**config.mk**
```make
export PLATFORM = sky130hd
export DESIGN_NAME = sample_metadata_tlv_parser
export DESIGN_NICKNAME = d
export VERILOG_FILES = /design/src/smtlv_pkg.sv /design/src/smtlv_front.sv /design/src/smtlv_queue.sv /design/src/smtlv_back.sv /design/src/sample_metadata_tlv_parser.sv
export VERILOG_INCLUDE_DIRS = /design/src /design/src/src
export SDC_FILE = /design/constraint.sdc
export NUM_CORES = 2
export LEC_CHECK = 0
export CORE_MARGIN = 10
export CORE_UTILIZATION = 50
export DETAILED_ROUTE_END_ITERATION = 10
export DONT_BUFFER_PORTS = 1
export PLACE_DENSITY = 0.63
export SYNTH_ARGS = -nofsm -noshare
export SYNTH_HDL_FRONTEND = slang
export SYNTH_SLANG_ARGS = --single-unit
```
**constraint.sdc**
```tcl
create_clock -name clk -period 17.8 [get_ports clk]
set_input_delay 2.67 -clock clk [delete_from_list [all_inputs] [get_ports clk]]
set_output_delay 2.67 -clock clk [all_outputs]
set_load 0.02 [all_outputs]
```
**src/sample_metadata_tlv_parser_assert.svh**
```systemverilog
// ---------------------------------------------------------------------------
// Assertion macros for the sampled-packet metadata parser
// Concurrent checks clocked on clk and disabled while rst_n is low.
// ---------------------------------------------------------------------------
`ifndef SAMPLE_METADATA_TLV_PARSER_ASSERT_SVH
`define SAMPLE_METADATA_TLV_PARSER_ASSERT_SVH
`ifndef SYNTHESIS
`define SMTLV_ASSERT_IMPLY(label, ante, cons) \
  label: assert property (@(posedge clk) disable iff (!rst_n) (ante) |-> (cons)) \
    else $error("smtlv: same-cycle check failed");
`define SMTLV_ASSERT_NEXT(label, ante, cons) \
  label: assert property (@(posedge clk) disable iff (!rst_n) (ante) |=> (cons)) \
    else $error("smtlv: next-cycle check failed");
`else
`define SMTLV_ASSERT_IMPLY(label, ante, cons)
`define SMTLV_ASSERT_NEXT(label, ante, cons)
`endif
`endif

```
**src/smtlv_pkg.sv**
```systemverilog
// ---------------------------------------------------------------------------
// smtlv_pkg
// Types and constants shared by the sampled-packet metadata parser.
// ---------------------------------------------------------------------------
package smtlv_pkg;

  localparam int MAX_MSG_BYTES = 16384;
  localparam int MAX_WORDS     = (MAX_MSG_BYTES + 3) / 4;
  localparam int WIDX_W        = $clog2(MAX_WORDS + 1);
  localparam int MSG_W         = WIDX_W + 2;
  localparam int HDR_W         = 15;
  localparam int QMAG_W        = 30;
  localparam int QUEUE_DEPTH   = 2;
  localparam int QPTR_W        = $clog2(QUEUE_DEPTH);
  localparam int QCNT_W        = $clog2(QUEUE_DEPTH + 1);

  localparam logic [31:0] SIGNATURE     = 32'hDEADBEEF;
  localparam logic [31:0] ETH_HDR_BYTES = 32'd14;
  localparam logic [31:0] FCS_BYTES     = 32'd4;

  typedef enum logic [1:0] {
    ST_OK        = 2'd0,
    ST_BAD_SIG   = 2'd1,
    ST_META_ERR  = 2'd2,
    ST_TOO_SMALL = 2'd3
  } status_t;

  typedef enum logic [2:0] {
    PH_TAG_LO = 3'd0,
    PH_TAG_HI = 3'd1,
    PH_LEN_LO = 3'd2,
    PH_LEN_HI = 3'd3,
    PH_VAL_LO = 3'd4,
    PH_VAL_HI = 3'd5,
    PH_DONE   = 3'd6
  } phase_t;

  typedef logic [3:0][31:0] field_arr_t;

  typedef struct packed {
    logic [31:0] word;
    logic        last;
    logic [2:0]  last_bytes;
  } in_t;

  typedef struct packed {
    status_t            status;
    logic [31:0]        in_port;
    logic [31:0]        out_port;
    logic [31:0]        seq_no;
    logic [31:0]        frame_len;
    logic [31:0]        dropped;
    logic [31:0]        total_dropped;
    logic [HDR_W-1:0]   header_len;
    logic signed [31:0] capture_len;
    logic signed [31:0] pdu_len;
  } out_t;

  // end-of-message record handed from the parser to the result pipeline
  typedef struct packed {
    logic              sig_bad;
    logic              meta_error;
    phase_t            phase;
    logic [WIDX_W-1:0] cursor;
    logic [31:0]       meta_bytes;
    logic [MSG_W-1:0]  msg_bytes;
    field_arr_t        fields;
  } msg_rec_t;

endpackage

```
**src/smtlv_front.sv**
```systemverilog
// ---------------------------------------------------------------------------
// smtlv_front
// Word-by-word message parser: signature, metadata length and TLV walk.
// ---------------------------------------------------------------------------
module smtlv_front import smtlv_pkg::*; (
  input  logic     clk,
  input  logic     rst_n,
  input  logic     in_valid,
  output logic     in_ready,
  input  in_t      in_data,
  output logic     rec_valid,
  input  logic     rec_ready,
  output msg_rec_t rec_data
);

  logic [WIDX_W-1:0] word_index_r, word_index_nxt;
  logic [31:0]       meta_bytes_r, meta_bytes_nxt;
  logic [WIDX_W-1:0] cursor_r, cursor_nxt;
  phase_t            phase_r, phase_nxt;
  logic              tag_small_r, tag_small_nxt;
  logic [1:0]        tag_idx_r, tag_idx_nxt;
  logic              len4_r, len4_nxt;
  logic              len8_r, len8_nxt;
  logic              sig_bad_r, sig_bad_nxt;
  logic              meta_error_r, meta_error_nxt;
  field_arr_t        fields_r, fields_nxt;

  logic              fire;
  logic              accepted;
  logic [QMAG_W-1:0] cur_ext;
  logic [QMAG_W-1:0] cur4;
  logic              loop_end;
  logic              cursor_ne;
  logic [2:0]        lb_eff;
  logic [MSG_W-1:0]  msg_raw;
  logic [MSG_W-1:0]  msg_bytes;

  assign in_ready  = rec_ready;
  assign rec_valid = in_valid && in_data.last;

  always_comb begin
    word_index_nxt = word_index_r;
    meta_bytes_nxt = meta_bytes_r;
    cursor_nxt     = cursor_r;
    phase_nxt      = phase_r;
    tag_small_nxt  = tag_small_r;
    tag_idx_nxt    = tag_idx_r;
    len4_nxt       = len4_r;
    len8_nxt       = len8_r;
    sig_bad_nxt    = sig_bad_r;
    meta_error_nxt = meta_error_r;
    fields_nxt     = fields_r;

    fire     = in_valid && in_ready;
    accepted = word_index_r < WIDX_W'(MAX_WORDS);

    // quads = floor(signed meta_bytes / 4); negative when bit 31 is set
    cur_ext   = QMAG_W'(cursor_r);
    cur4      = cur_ext + QMAG_W'(4);
    loop_end  = meta_bytes_r[31] || (cur4 > meta_bytes_r[31:2]);
    cursor_ne = meta_bytes_r[31] || (cur_ext != meta_bytes_r[31:2]);

    if (fire && accepted) begin
      word_index_nxt = word_index_r + 1'b1;
      if (word_index_r == '0) begin
        sig_bad_nxt = in_data.word != SIGNATURE;
      end else if (word_index_r == WIDX_W'(1)) begin
        meta_bytes_nxt = in_data.word;
      end else if (phase_r != PH_DONE) begin
        cursor_nxt = cursor_r + 1'b1;
        case (phase_r)
          PH_TAG_LO: begin
            if (loop_end) begin
              phase_nxt      = PH_DONE;
              meta_error_nxt = cursor_ne;
              cursor_nxt     = cursor_r;
            end else begin
              tag_small_nxt = in_data.word < 32'd4;
              tag_idx_nxt   = in_data.word[1:0];
              phase_nxt     = PH_TAG_HI;
            end
          end
          PH_TAG_HI: begin
            tag_small_nxt = tag_small_r && (in_data.word == '0);
            phase_nxt     = PH_LEN_LO;
          end
          PH_LEN_LO: begin
            len4_nxt  = in_data.word == 32'd4;
            len8_nxt  = in_data.word == 32'd8;
            phase_nxt = PH_LEN_HI;
          end
          PH_LEN_HI: begin
            if ((in_data.word == '0) && (len4_r || len8_r)) begin
              phase_nxt = PH_VAL_LO;
            end else begin
              if (tag_small_r) begin
                fields_nxt[tag_idx_r] = '0;
              end
              phase_nxt = PH_TAG_LO;
            end
          end
          PH_VAL_LO: begin
            if (tag_small_r) begin
              fields_nxt[tag_idx_r] = in_data.word;
            end
            phase_nxt = len8_r ? PH_VAL_HI : PH_TAG_LO;
          end
          PH_VAL_HI: begin
            phase_nxt = PH_TAG_LO;
          end
          default: begin
            cursor_nxt = cursor_r;
          end
        endcase
      end
    end

    if (in_data.last_bytes inside {[3'd1:3'd4]}) begin
      lb_eff = in_data.last_bytes;
    end else begin
      lb_eff = 3'd4;
    end
    msg_raw = {word_index_r, 2'b00} + MSG_W'(lb_eff);
    if (!accepted || (msg_raw > MSG_W'(MAX_MSG_BYTES))) begin
      msg_bytes = MSG_W'(MAX_MSG_BYTES);
    end else begin
      msg_bytes = msg_raw;
    end

    rec_data.sig_bad    = sig_bad_nxt;
    rec_data.meta_error = meta_error_nxt;
    rec_data.phase      = phase_nxt;
    rec_data.cursor     = cursor_nxt;
    rec_data.meta_bytes = meta_bytes_nxt;
    rec_data.msg_bytes  = msg_bytes;
    rec_data.fields     = fields_nxt;

    if (fire && in_data.last) begin
      word_index_nxt = '0;
      meta_bytes_nxt = '0;
      cursor_nxt     = WIDX_W'(2);
      phase_nxt      = PH_TAG_LO;
      tag_small_nxt  = 1'b0;
      tag_idx_nxt    = '0;
      len4_nxt       = 1'b0;
      len8_nxt       = 1'b0;
      sig_bad_nxt    = 1'b0;
      meta_error_nxt = 1'b0;
      fields_nxt     = '0;
    end
  end

  always_ff @(posedge clk) begin
    if (!rst_n) begin
      word_index_r <= '0;
      meta_bytes_r <= '0;
      cursor_r     <= WIDX_W'(2);
      phase_r      <= PH_TAG_LO;
      tag_small_r  <= 1'b0;
      tag_idx_r    <= '0;
      len4_r       <= 1'b0;
      len8_r       <= 1'b0;
      sig_bad_r    <= 1'b0;
      meta_error_r <= 1'b0;
      fields_r     <= '0;
    end else begin
      word_index_r <= word_index_nxt;
      meta_bytes_r <= meta_bytes_nxt;
      cursor_r     <= cursor_nxt;
      phase_r      <= phase_nxt;
      tag_small_r  <= tag_small_nxt;
      tag_idx_r    <= tag_idx_nxt;
      len4_r       <= len4_nxt;
      len8_r       <= len8_nxt;
      sig_bad_r    <= sig_bad_nxt;
      meta_error_r <= meta_error_nxt;
      fields_r     <= fields_nxt;
    end
  end

endmodule

```
**src/smtlv_queue.sv**
```systemverilog
// ---------------------------------------------------------------------------
// smtlv_queue
// Short FIFO of end-of-message records between parser and result pipeline.
// ---------------------------------------------------------------------------
module smtlv_queue import smtlv_pkg::*; (
  input  logic     clk,
  input  logic     rst_n,
  input  logic     push_valid,
  output logic     push_ready,
  input  msg_rec_t push_data,
  output logic     pop_valid,
  input  logic     pop_ready,
  output msg_rec_t pop_data
);

  msg_rec_t          entry_r [QUEUE_DEPTH];
  logic [QPTR_W-1:0] wr_ptr_r, wr_ptr_nxt;
  logic [QPTR_W-1:0] rd_ptr_r, rd_ptr_nxt;
  logic [QCNT_W-1:0] count_r, count_nxt;
  logic              push;
  logic              pop;

  always_comb begin
    push_ready = count_r != QCNT_W'(QUEUE_DEPTH);
    pop_valid  = count_r != '0;
    pop_data   = entry_r[rd_ptr_r];
    push       = push_valid && push_ready;
    pop        = pop_valid && pop_ready;

    wr_ptr_nxt = wr_ptr_r;
    rd_ptr_nxt = rd_ptr_r;
    if (push) begin
      wr_ptr_nxt = (wr_ptr_r == QPTR_W'(QUEUE_DEPTH - 1)) ? '0 : wr_ptr_r + 1'b1;
    end
    if (pop) begin
      rd_ptr_nxt = (rd_ptr_r == QPTR_W'(QUEUE_DEPTH - 1)) ? '0 : rd_ptr_r + 1'b1;
    end
    count_nxt = count_r;
    if (push && !pop) begin
      count_nxt = count_r + 1'b1;
    end else if (pop && !push) begin
      count_nxt = count_r - 1'b1;
    end
  end

  always_ff @(posedge clk) begin
    if (!rst_n) begin
      wr_ptr_r <= '0;
      rd_ptr_r <= '0;
      count_r  <= '0;
    end else begin
      wr_ptr_r <= wr_ptr_nxt;
      rd_ptr_r <= rd_ptr_nxt;
      count_r  <= count_nxt;
    end
  end

  always_ff @(posedge clk) begin
    if (push) begin
      entry_r[wr_ptr_r] <= push_data;
    end
  end

endmodule

```
**src/smtlv_back.sv**
```systemverilog
// ---------------------------------------------------------------------------
// smtlv_back
// Two-stage result pipeline: status and lengths, then drop accounting.
// ---------------------------------------------------------------------------
module smtlv_back import smtlv_pkg::*; (
  input  logic     clk,
  input  logic     rst_n,
  input  logic     rec_valid,
  output logic     rec_ready,
  input  msg_rec_t rec_data,
  output logic     out_valid,
  input  logic     out_ready,
  output out_t     out_data
);

  // stage A
  logic              a_valid_r, a_valid_nxt;
  status_t           a_status_r, a_status_nxt;
  logic [31:0]       a_hl_r, a_hl_nxt;
  logic [31:0]       a_hlm14_r, a_hlm14_nxt;
  logic [31:0]       a_pdu_r, a_pdu_nxt;
  field_arr_t        a_fields_r, a_fields_nxt;

  // output stage
  logic              out_valid_r, out_valid_nxt;
  out_t              out_r, out_nxt;
  logic [31:0]       last_seq_r, last_seq_nxt;
  logic [31:0]       drop_total_r, drop_total_nxt;

  logic              b_ready;
  logic              a_load;
  logic              b_load;
  logic [QMAG_W-1:0] cur_ext;
  logic [QMAG_W-1:0] cur4;
  logic              loop_more;
  logic              cursor_ne;
  logic              err;
  logic signed [33:0] hl_full;
  logic [31:0]       chop;
  logic              chop_small;
  logic [31:0]       dropped;
  logic [31:0]       total;

  assign out_valid = out_valid_r;
  assign out_data  = out_r;

  always_comb begin
    b_ready   = !out_valid_r || out_ready;
    rec_ready = !a_valid_r || b_ready;
    a_load    = rec_valid && rec_ready;
    b_load    = a_valid_r && b_ready;

    // stage A: metadata consumption check, header length, status
    cur_ext   = QMAG_W'(rec_data.cursor);
    cur4      = cur_ext + QMAG_W'(4);
    loop_more = !rec_data.meta_bytes[31] && (cur4 <= rec_data.meta_bytes[31:2]);
    cursor_ne = rec_data.meta_bytes[31] || (cur_ext != rec_data.meta_bytes[31:2]);
    case (rec_data.phase)
      PH_DONE:   err = rec_data.meta_error;
      PH_TAG_LO: err = loop_more || cursor_ne;
      default:   err = 1'b1;
    endcase

    hl_full = $signed(34'(rec_data.msg_bytes)) - $signed(34'($signed(rec_data.meta_bytes)));

    if (rec_data.sig_bad) begin
      a_status_nxt = ST_BAD_SIG;
    end else if (err) begin
      a_status_nxt = ST_META_ERR;
    end else if (hl_full < 34'sd14) begin
      a_status_nxt = ST_TOO_SMALL;
    end else begin
      a_status_nxt = ST_OK;
    end
    a_hl_nxt     = hl_full[31:0];
    a_hlm14_nxt  = hl_full[31:0] - ETH_HDR_BYTES;
    a_pdu_nxt    = rec_data.fields[3] - (ETH_HDR_BYTES + FCS_BYTES);
    a_fields_nxt = rec_data.fields;

    a_valid_nxt = a_valid_r;
    if (a_load) begin
      a_valid_nxt = 1'b1;
    end else if (b_load) begin
      a_valid_nxt = 1'b0;
    end

    // stage B: FCS trim and sequence gap
    // with fewer than 4 chopped bytes, header - 14 - fcs reduces to frame - 18
    chop       = a_fields_r[3] - a_hl_r;
    chop_small = $signed(chop) < 32'sd4;
    dropped    = (last_seq_r == '0) ? '0 : a_fields_r[2] + ~last_seq_r;
    total      = drop_total_r + dropped;

    out_nxt        = '0;
    out_nxt.status = a_status_r;
    last_seq_nxt   = last_seq_r;
    drop_total_nxt = drop_total_r;
    if (a_status_r == ST_OK) begin
      out_nxt.in_port       = a_fields_r[0];
      out_nxt.out_port      = a_fields_r[1];
      out_nxt.seq_no        = a_fields_r[2];
      out_nxt.frame_len     = a_fields_r[3];
      out_nxt.dropped       = dropped;
      out_nxt.total_dropped = total;
      out_nxt.header_len    = a_hl_r[HDR_W-1:0];
      out_nxt.capture_len   = chop_small ? a_pdu_r : a_hlm14_r;
      out_nxt.pdu_len       = a_pdu_r;
      if (b_load) begin
        last_seq_nxt   = a_fields_r[2];
        drop_total_nxt = total;
      end
    end

    out_valid_nxt = out_valid_r;
    if (b_load) begin
      out_valid_nxt = 1'b1;
    end else if (out_ready) begin
      out_valid_nxt = 1'b0;
    end
  end

  always_ff @(posedge clk) begin
    if (!rst_n) begin
      a_valid_r    <= 1'b0;
      out_valid_r  <= 1'b0;
      last_seq_r   <= '0;
      drop_total_r <= '0;
    end else begin
      a_valid_r    <= a_valid_nxt;
      out_valid_r  <= out_valid_nxt;
      last_seq_r   <= last_seq_nxt;
      drop_total_r <= drop_total_nxt;
    end
  end

  always_ff @(posedge clk) begin
    if (a_load) begin
      a_status_r <= a_status_nxt;
      a_hl_r     <= a_hl_nxt;
      a_hlm14_r  <= a_hlm14_nxt;
      a_pdu_r    <= a_pdu_nxt;
      a_fields_r <= a_fields_nxt;
    end
    if (b_load) begin
      out_r <= out_nxt;
    end
  end

endmodule

```
**src/sample_metadata_tlv_parser.sv**
```systemverilog
// ---------------------------------------------------------------------------
// sample_metadata_tlv_parser
// Sampled-packet message metadata parser, top level.
// ---------------------------------------------------------------------------
// The block takes one 32-bit message word per cycle with no bubbles while the
// record queue has room; each word updates the registered TLV parse state.
// Only the final word of a message yields a transaction on the output:
// out_valid rises once its record has passed from the queue through the
// first pipeline stage into the output register. A two-entry queue decouples
// the parser from the two-stage result pipeline (status and lengths, then
// drop accounting). While a result waits on out_ready the parser keeps
// taking words until three more end-of-message records are held behind it
// (one in the first pipeline stage, two in the queue); then in_ready drops
// for every word. Words beyond the maximum message size are dropped silently.
`include "sample_metadata_tlv_parser_assert.svh"

module sample_metadata_tlv_parser import smtlv_pkg::*; (
  input  logic clk,
  input  logic rst_n,
  input  logic in_valid,
  output logic in_ready,
  input  in_t  in_data,
  output logic out_valid,
  input  logic out_ready,
  output out_t out_data
);

  logic     push_valid;
  logic     push_ready;
  msg_rec_t push_data;
  logic     pop_valid;
  logic     pop_ready;
  msg_rec_t pop_data;

  smtlv_front u_front (
    .clk       (clk),
    .rst_n     (rst_n),
    .in_valid  (in_valid),
    .in_ready  (in_ready),
    .in_data   (in_data),
    .rec_valid (push_valid),
    .rec_ready (push_ready),
    .rec_data  (push_data)
  );

  smtlv_queue u_queue (
    .clk        (clk),
    .rst_n      (rst_n),
    .push_valid (push_valid),
    .push_ready (push_ready),
    .push_data  (push_data),
    .pop_valid  (pop_valid),
    .pop_ready  (pop_ready),
    .pop_data   (pop_data)
  );

  smtlv_back u_back (
    .clk       (clk),
    .rst_n     (rst_n),
    .rec_valid (pop_valid),
    .rec_ready (pop_ready),
    .rec_data  (pop_data),
    .out_valid (out_valid),
    .out_ready (out_ready),
    .out_data  (out_data)
  );

  `SMTLV_ASSERT_IMPLY(a_err_zero_fields, out_valid && (out_data.status != ST_OK), (out_data.seq_no == '0) && (out_data.dropped == '0) && (out_data.total_dropped == '0) && (out_data.frame_len == '0))
  `SMTLV_ASSERT_IMPLY(a_ok_hdr_min, out_valid && (out_data.status == ST_OK), out_data.header_len >= 15'd14)
  `SMTLV_ASSERT_IMPLY(a_ok_capture, out_valid && (out_data.status == ST_OK), (out_data.capture_len == out_data.pdu_len) || (out_data.capture_len == $signed({17'd0, out_data.header_len}) - 32'sd14))
  `SMTLV_ASSERT_NEXT(a_total_chain, out_valid && out_ready && (out_data.status == ST_OK), !out_valid || (out_data.status != ST_OK) || (out_data.total_dropped == $past(out_data.total_dropped) + out_data.dropped))

endmodule

```
== Yosys cells after proc, flatten, opt, wreduce, memory -nomap -nowiden ==
Memories as Yosys holds them, arrays and structs flattened. A register that Yosys moved wholly into a read port is not among the register bits.
Index checks and enable logic that the tools add are counted.

* Add/subtract/negate cells: 15
* Magnitude comparators: 11
* Eq/ne operators: 15
* Multiplexer cells: 57
* Bitwise operators: 7
* Reduce and logical (&&, ||, !) cells: 45

{| class="wikitable"
|+ Operator list
! operator !! number
|-
| $mux W128 || 7
|-
| $pmux W128 S2 || 1
|-
| $mux W32 || 6
|-
| $and A128 B128 Y128 || 1
|-
| $bwmux W128 || 1
|-
| $not A128 Y128 || 1
|-
| $mux W13 || 5
|-
| $add A32 B32 Y32 || 2
|-
| $demux W32 S2 || 1
|-
| $logic_not A32 Y1 || 2
|-
| $ne A13 B30 Y1 || 2
|-
| $lt A34 B5 Y1 const B || 1
|-
| $sub A16 B32 Y33 || 1
|-
| $eq A32 B3 Y1 const B || 1
|-
| $eq A32 B4 Y1 const B || 1
|-
| $lt A32 B3 Y1 const B || 1
|-
| $lt A32 B4 Y1 const B || 1
|-
| $ne A32 B32 Y1 const B || 1
|-
| $not A32 Y32 || 1
|-
| $sub A32 B32 Y32 || 1
|-
| $sub A32 B4 Y32 const B || 1
|-
| $sub A32 B5 Y32 const B || 1
|-
| $gt A30 B30 Y1 || 1
|-
| $le A14 B30 Y1 || 1
|-
| 38 further kinds || 108
|}

* Bits in registers: 765
* Memory bits (writable): 386
* Input port bits: 40
* Output and inout port bits: 275
* Logic and storage cells: 190
* Memories kept: 1

{| class="wikitable"
|+ Memories
! name !! depth !! width !! rd ports !! clocked after Yosys merged registers in !! write ports !! RTL line !! text
|-
| u_queue.entry_r || 2 || 193 || 1 || 1 || 1 || smtlv_queue.sv:16 || <nowiki>msg_rec_t entry_r [QUEUE_DEPTH];</nowiki>
|}

== Longest topological paths before layout ==
* Depth after elaboration: 13
* Mapped depth: 27
* Mapped depth without buffers: 27

== Hierarchy ==
A second synthesis with hierarchy kept.

* Cells, all modules: 4081
* Area, all modules: 51296.7 µm²

{| class="wikitable"
|+ By module, submodules not included
! module !! times used !! cells an instance !! area an instance (µm²) !! seq. area each (µm²)
|-
| smtlv_back || 1 || 2421 || 27680.3 || 16215.6
|-
| smtlv_queue || 1 || 624 || 14189.9 || 11691.2
|-
| smtlv_front || 1 || 1036 || 9426.5 || 3923.8
|}

== Least setup slack after synthesis ==
Ideal clock, no wire load.

* Path kind: input-to-reg
* Start point: in in_valid
* End point: reg u_queue.wr_ptr_r
* Setup time: 0.096 ns
* Arrival: 11.517 ns
* Data required time: 17.704 ns
* Path slack: 6.187 ns
* Stages on the path: 3
* Buffers on the path: 0
* Cells stage by stage: nand3_1 > nor2_1 > o21a_1

* Longest elaborated chain between the ends: 2

{| class="wikitable"
|+ Ends and longest elaborated chain
! what !! RTL line !! text
|-
| start, declared || sample_metadata_tlv_parser.sv:20 || <nowiki>input logic in_valid,</nowiki>
|-
| $logic_and A1 B1 Y1 || smtlv_front.sv:39 || <nowiki>assign rec_valid = in_valid && in_data.last;</nowiki>
|-
| $logic_and A1 B1 Y1 || smtlv_queue.sv:27 || <nowiki>push = push_valid && push_ready;</nowiki>
|-
| end signal, assigned || smtlv_queue.sv:52 || <nowiki>wr_ptr_r <= wr_ptr_nxt;</nowiki>
|-
| end, declared || smtlv_queue.sv:17 || <nowiki>logic [QPTR_W-1:0] wr_ptr_r, wr_ptr_nxt;</nowiki>
|}

No other way between the ends.
A chain may end at the register's enable or synchronous reset.

==> impl_metrics.tcl <==
set metrics [dict create \
    ctsHoldBuffers 0 \
    gp_congestion 0.873 \
    fp.dieW_um 340 \
    ys_seq_area_share_pct 62.1 \
    areaGrowthSynthToFinish_pct 10.3 \
    max_freq_mhz 169 \
    wirelength_um 129000 \
    die-height_um 340 \
    ctsResizeCount 0 \
    ant_nets 0 \
    final-setup-viol-count 0 \
    synth_nets 4257 \
    synth_area_leaders "edfxtp_1, dfxtp_1, and2_1" \
    hpwl_um 87300 \
    multi_input_comb_area_mm2 0.0181 \
    ys.flop_type "edfxtp_1" \
    power_density_mw_per_mm2 172 \
    cp-end-kind "flop" \
    post_dp_cell_area_mm2 0.0525 \
    cp.arrival_ns 6.37 \
    grt_pass1_vias 30200 \
    drc_errors 0 \
    critPathRequiredTime_ns 18.24 \
    path_clk_slew_ns 0.06 \
    gr-usage-all-layers_pct 21.5 \
    cp-start-kind "flop" \
    post_drt_wl_per_cell_um 23.5 \
    clk_latency_ns 0.73 \
    layout-drive-gt1-share_pct 9.95 \
    fin_area_mm2 0.0565 \
    via_per_inst 5.73 \
    antenna_cells 0 \
    rsz0062_at_grt "false" \
    period_share_pct 33.3 \
    overflow 0 \
    hp-start "u_back.drop_total_r[24]" \
    p_leak_nw 20.1 \
    drtIter0Drc 2641 \
    hold_viol_final 0 \
    first_pass_iters 6 \
    tightestPinTransition_ns 1.18 \
    io_buffer_count 0 \
    worstSetupPathType "reg -> reg" \
    cts_setup_buffers 0 \
    io_pins 315 \
    core_mm2 0.102 \
    num_vias 31400 \
    outcome "finished, final reports clean" \
    hold_path.class "reg -> reg" \
    synth_edf_count 882 \
    irDropWorstVdd_uv 173 \
    synth_seq_cells 1149 \
    ys_types 80 \
    path_max_fanout 55 \
    register_area_mm2 0.0318 \
    yosysTopAreaCellShare_pct 51.7 \
    num-fill-cells 8441 \
    dieArea_mm2 0.116 \
    async_flop_share_pct 0 \
    fin_skew_ns 0.0709 \
    maxSlewViolCount 0 \
    setup_tns_ns 0 \
    postSynthAreaPerCell_um2 12.6 \
    root_buffer "clkbuf_16" \
    yosysTopAreaCell "edfxtp_1" \
    syn_area_mm2 0.0512 \
    cts.htree.levels 3 \
    min_period_ns 5.93 \
    ff2ff_setup_slack_ns 11.87 \
    num_rows 117 \
    grt_max_degree 159 \
    slew_headroom_pct 21.2 \
    grt_pass1_wl_um 194000 \
    antenna_found_initial 2 \
    maxCapViolations 0 \
    hold_slack_ns 0.469 \
    num-nets-final 4211 \
    numCtsBuffers 114 \
    cts_tree "yes" \
    p_total_mw 9.70 \
    cts.sinks 1149 \
    clock_path_buffers 3 \
    initial_core_util_pct 50.3 \
    synthCells 4067 \
    yosysWarnings 0 \
]
-- worst max-delay path, cell delays in order (launching register included) --
cell	delay (ns)
dfxtp_4	0.81
buf_4	0.69
mux2_2	0.44
fa_1	0.47
a21oi_1	0.29
o21bai_1	0.16
a31oi_1	0.33
nor3_1	0.12
a31oi_1	0.71
or3_1	0.23
nand4bb_1	0.18
or3_1	0.41
nor4_2	0.47
nand2_1	0.13
xnor2_1	0.15
-- per-stage QoR --
stage	std cells	setup slack, ns	util [%]
6_report	5490	11.87	55.5
5_1_grt	5490	11.41	55.5
4_1_cts	5490	11.90	55.5
3_5_place_dp	5273	11.92	51.6
3_3_place_gp	5273	11.95	51.6
2_1_floorplan	4067	6.19	-
-- worst paths after layout --
path                            cells past startpoint                       to
worst min-delay path                                2  u_back.drop_total_r[24]
worst min register to register                      2  u_back.drop_total_r[24]
worst max-delay path                               14     u_back.a_hlm14_r[30]
worst max register to register                     14     u_back.a_hlm14_r[30]
-- state kept, by name, indices dropped and copies added, names as in the netlist, 2 cells and up, named ones only --
register and flops:
u_back.last_seq_r 32, u_front.fields_r 128, u_back.out_data 272, u_back.a_hlm14_r 32, u_front.phase_r 3, u_back.a_pdu_r 32
u_front.tag_idx_r 2, u_front.meta_bytes_r 32, u_back.drop_total_r 32, u_queue.entry_r 386, u_front.cursor_r 13, u_queue.count_r 2
u_back.a_status_r 2, u_back.a_hl_r 31, u_back.a_fields_r 127, u_front.word_index_r 13
-- layout make-up --
cell class                      count  share of cell area, %
Sequential cell                  1149                   56.3
Multi-Input combinational cell   2580                   32.1
Tap cell                         1368                   3.03
Clock buffer                      144                   5.43
Clock inverter                     73                   1.64
Inverter                          140                  0.943
Timing Repair Buffer               36                  0.523
-- routing by layer --
layer  vias up  global-route usage (%)  part of all wire [%]
met4         0                    5.59                   2.2
met2       921                    33.1                    45
met3       168                    4.31                   6.8
met5         -                       0                     0
li1      14900                       -                     -
met1     15500                    30.9                    46
-- cell usage in the layout, fill, tap and decap left out, types with 88 or more instances in the layout --
master	count
nor2_1	222
xor2_1	105
a32o_1	88
xnor2_1	118
o21ai_0	114
a21oi_1	118
dfxtp_1	266
and2_1	397
mux2_2	153
ha_1	147
nand2_1	267
inv_1	139
clkbuf_16	115
edfxtp_1	882
-- synthesized netlist by cell type, types with 39 or more instances --
| library cell | count |
|---|---|
| a22o_1 | 44 |
| edfxtp_1 | 882 |
| o21ai_0 | 114 |
| nor2_1 | 228 |
| xor2_1 | 105 |
| a32o_1 | 88 |
| clkbuf_1 | 155 |
| ha_1 | 147 |
| a21o_1 | 47 |
| nand3_1 | 66 |
| a21oi_1 | 119 |
| a21boi_0 | 72 |
| mux2_2 | 153 |
| dfxtp_1 | 267 |
| nor3_1 | 64 |
| and3_1 | 43 |
| and2_1 | 399 |
| nand2_1 | 268 |
| mux2i_1 | 61 |
| xnor2_1 | 118 |
| o31ai_1 | 39 |
| inv_1 | 140 |
-- kinds of logic (layout without fill, tap and decap cells) --
| kind of cell | Yosys count | after routing | share of synthesized area [%] |
|---|---|---|---|
| fa+ha+maj | 150 | 150 | 3.71 |
| buf+inv | 338 | 393 | 2.60 |
| compound gates | 723 | 723 | 10.2 |
| simple gates | 1270 | 1270 | 13.0 |
| flops | 1149 | 1149 | 62.1 |
| xor+xnor | 223 | 223 | 3.81 |
| mux | 214 | 214 | 4.56 |
-- where the power goes --
part           total, mW  internal (mW)  leakage (nW)  switching, mW
Sequential          4.09           3.62          10.6          0.466
Clock               2.52           1.47          1.93           1.06
Combinational       3.10           1.07          7.60           2.03
Power figures use the tool's default switching activity.
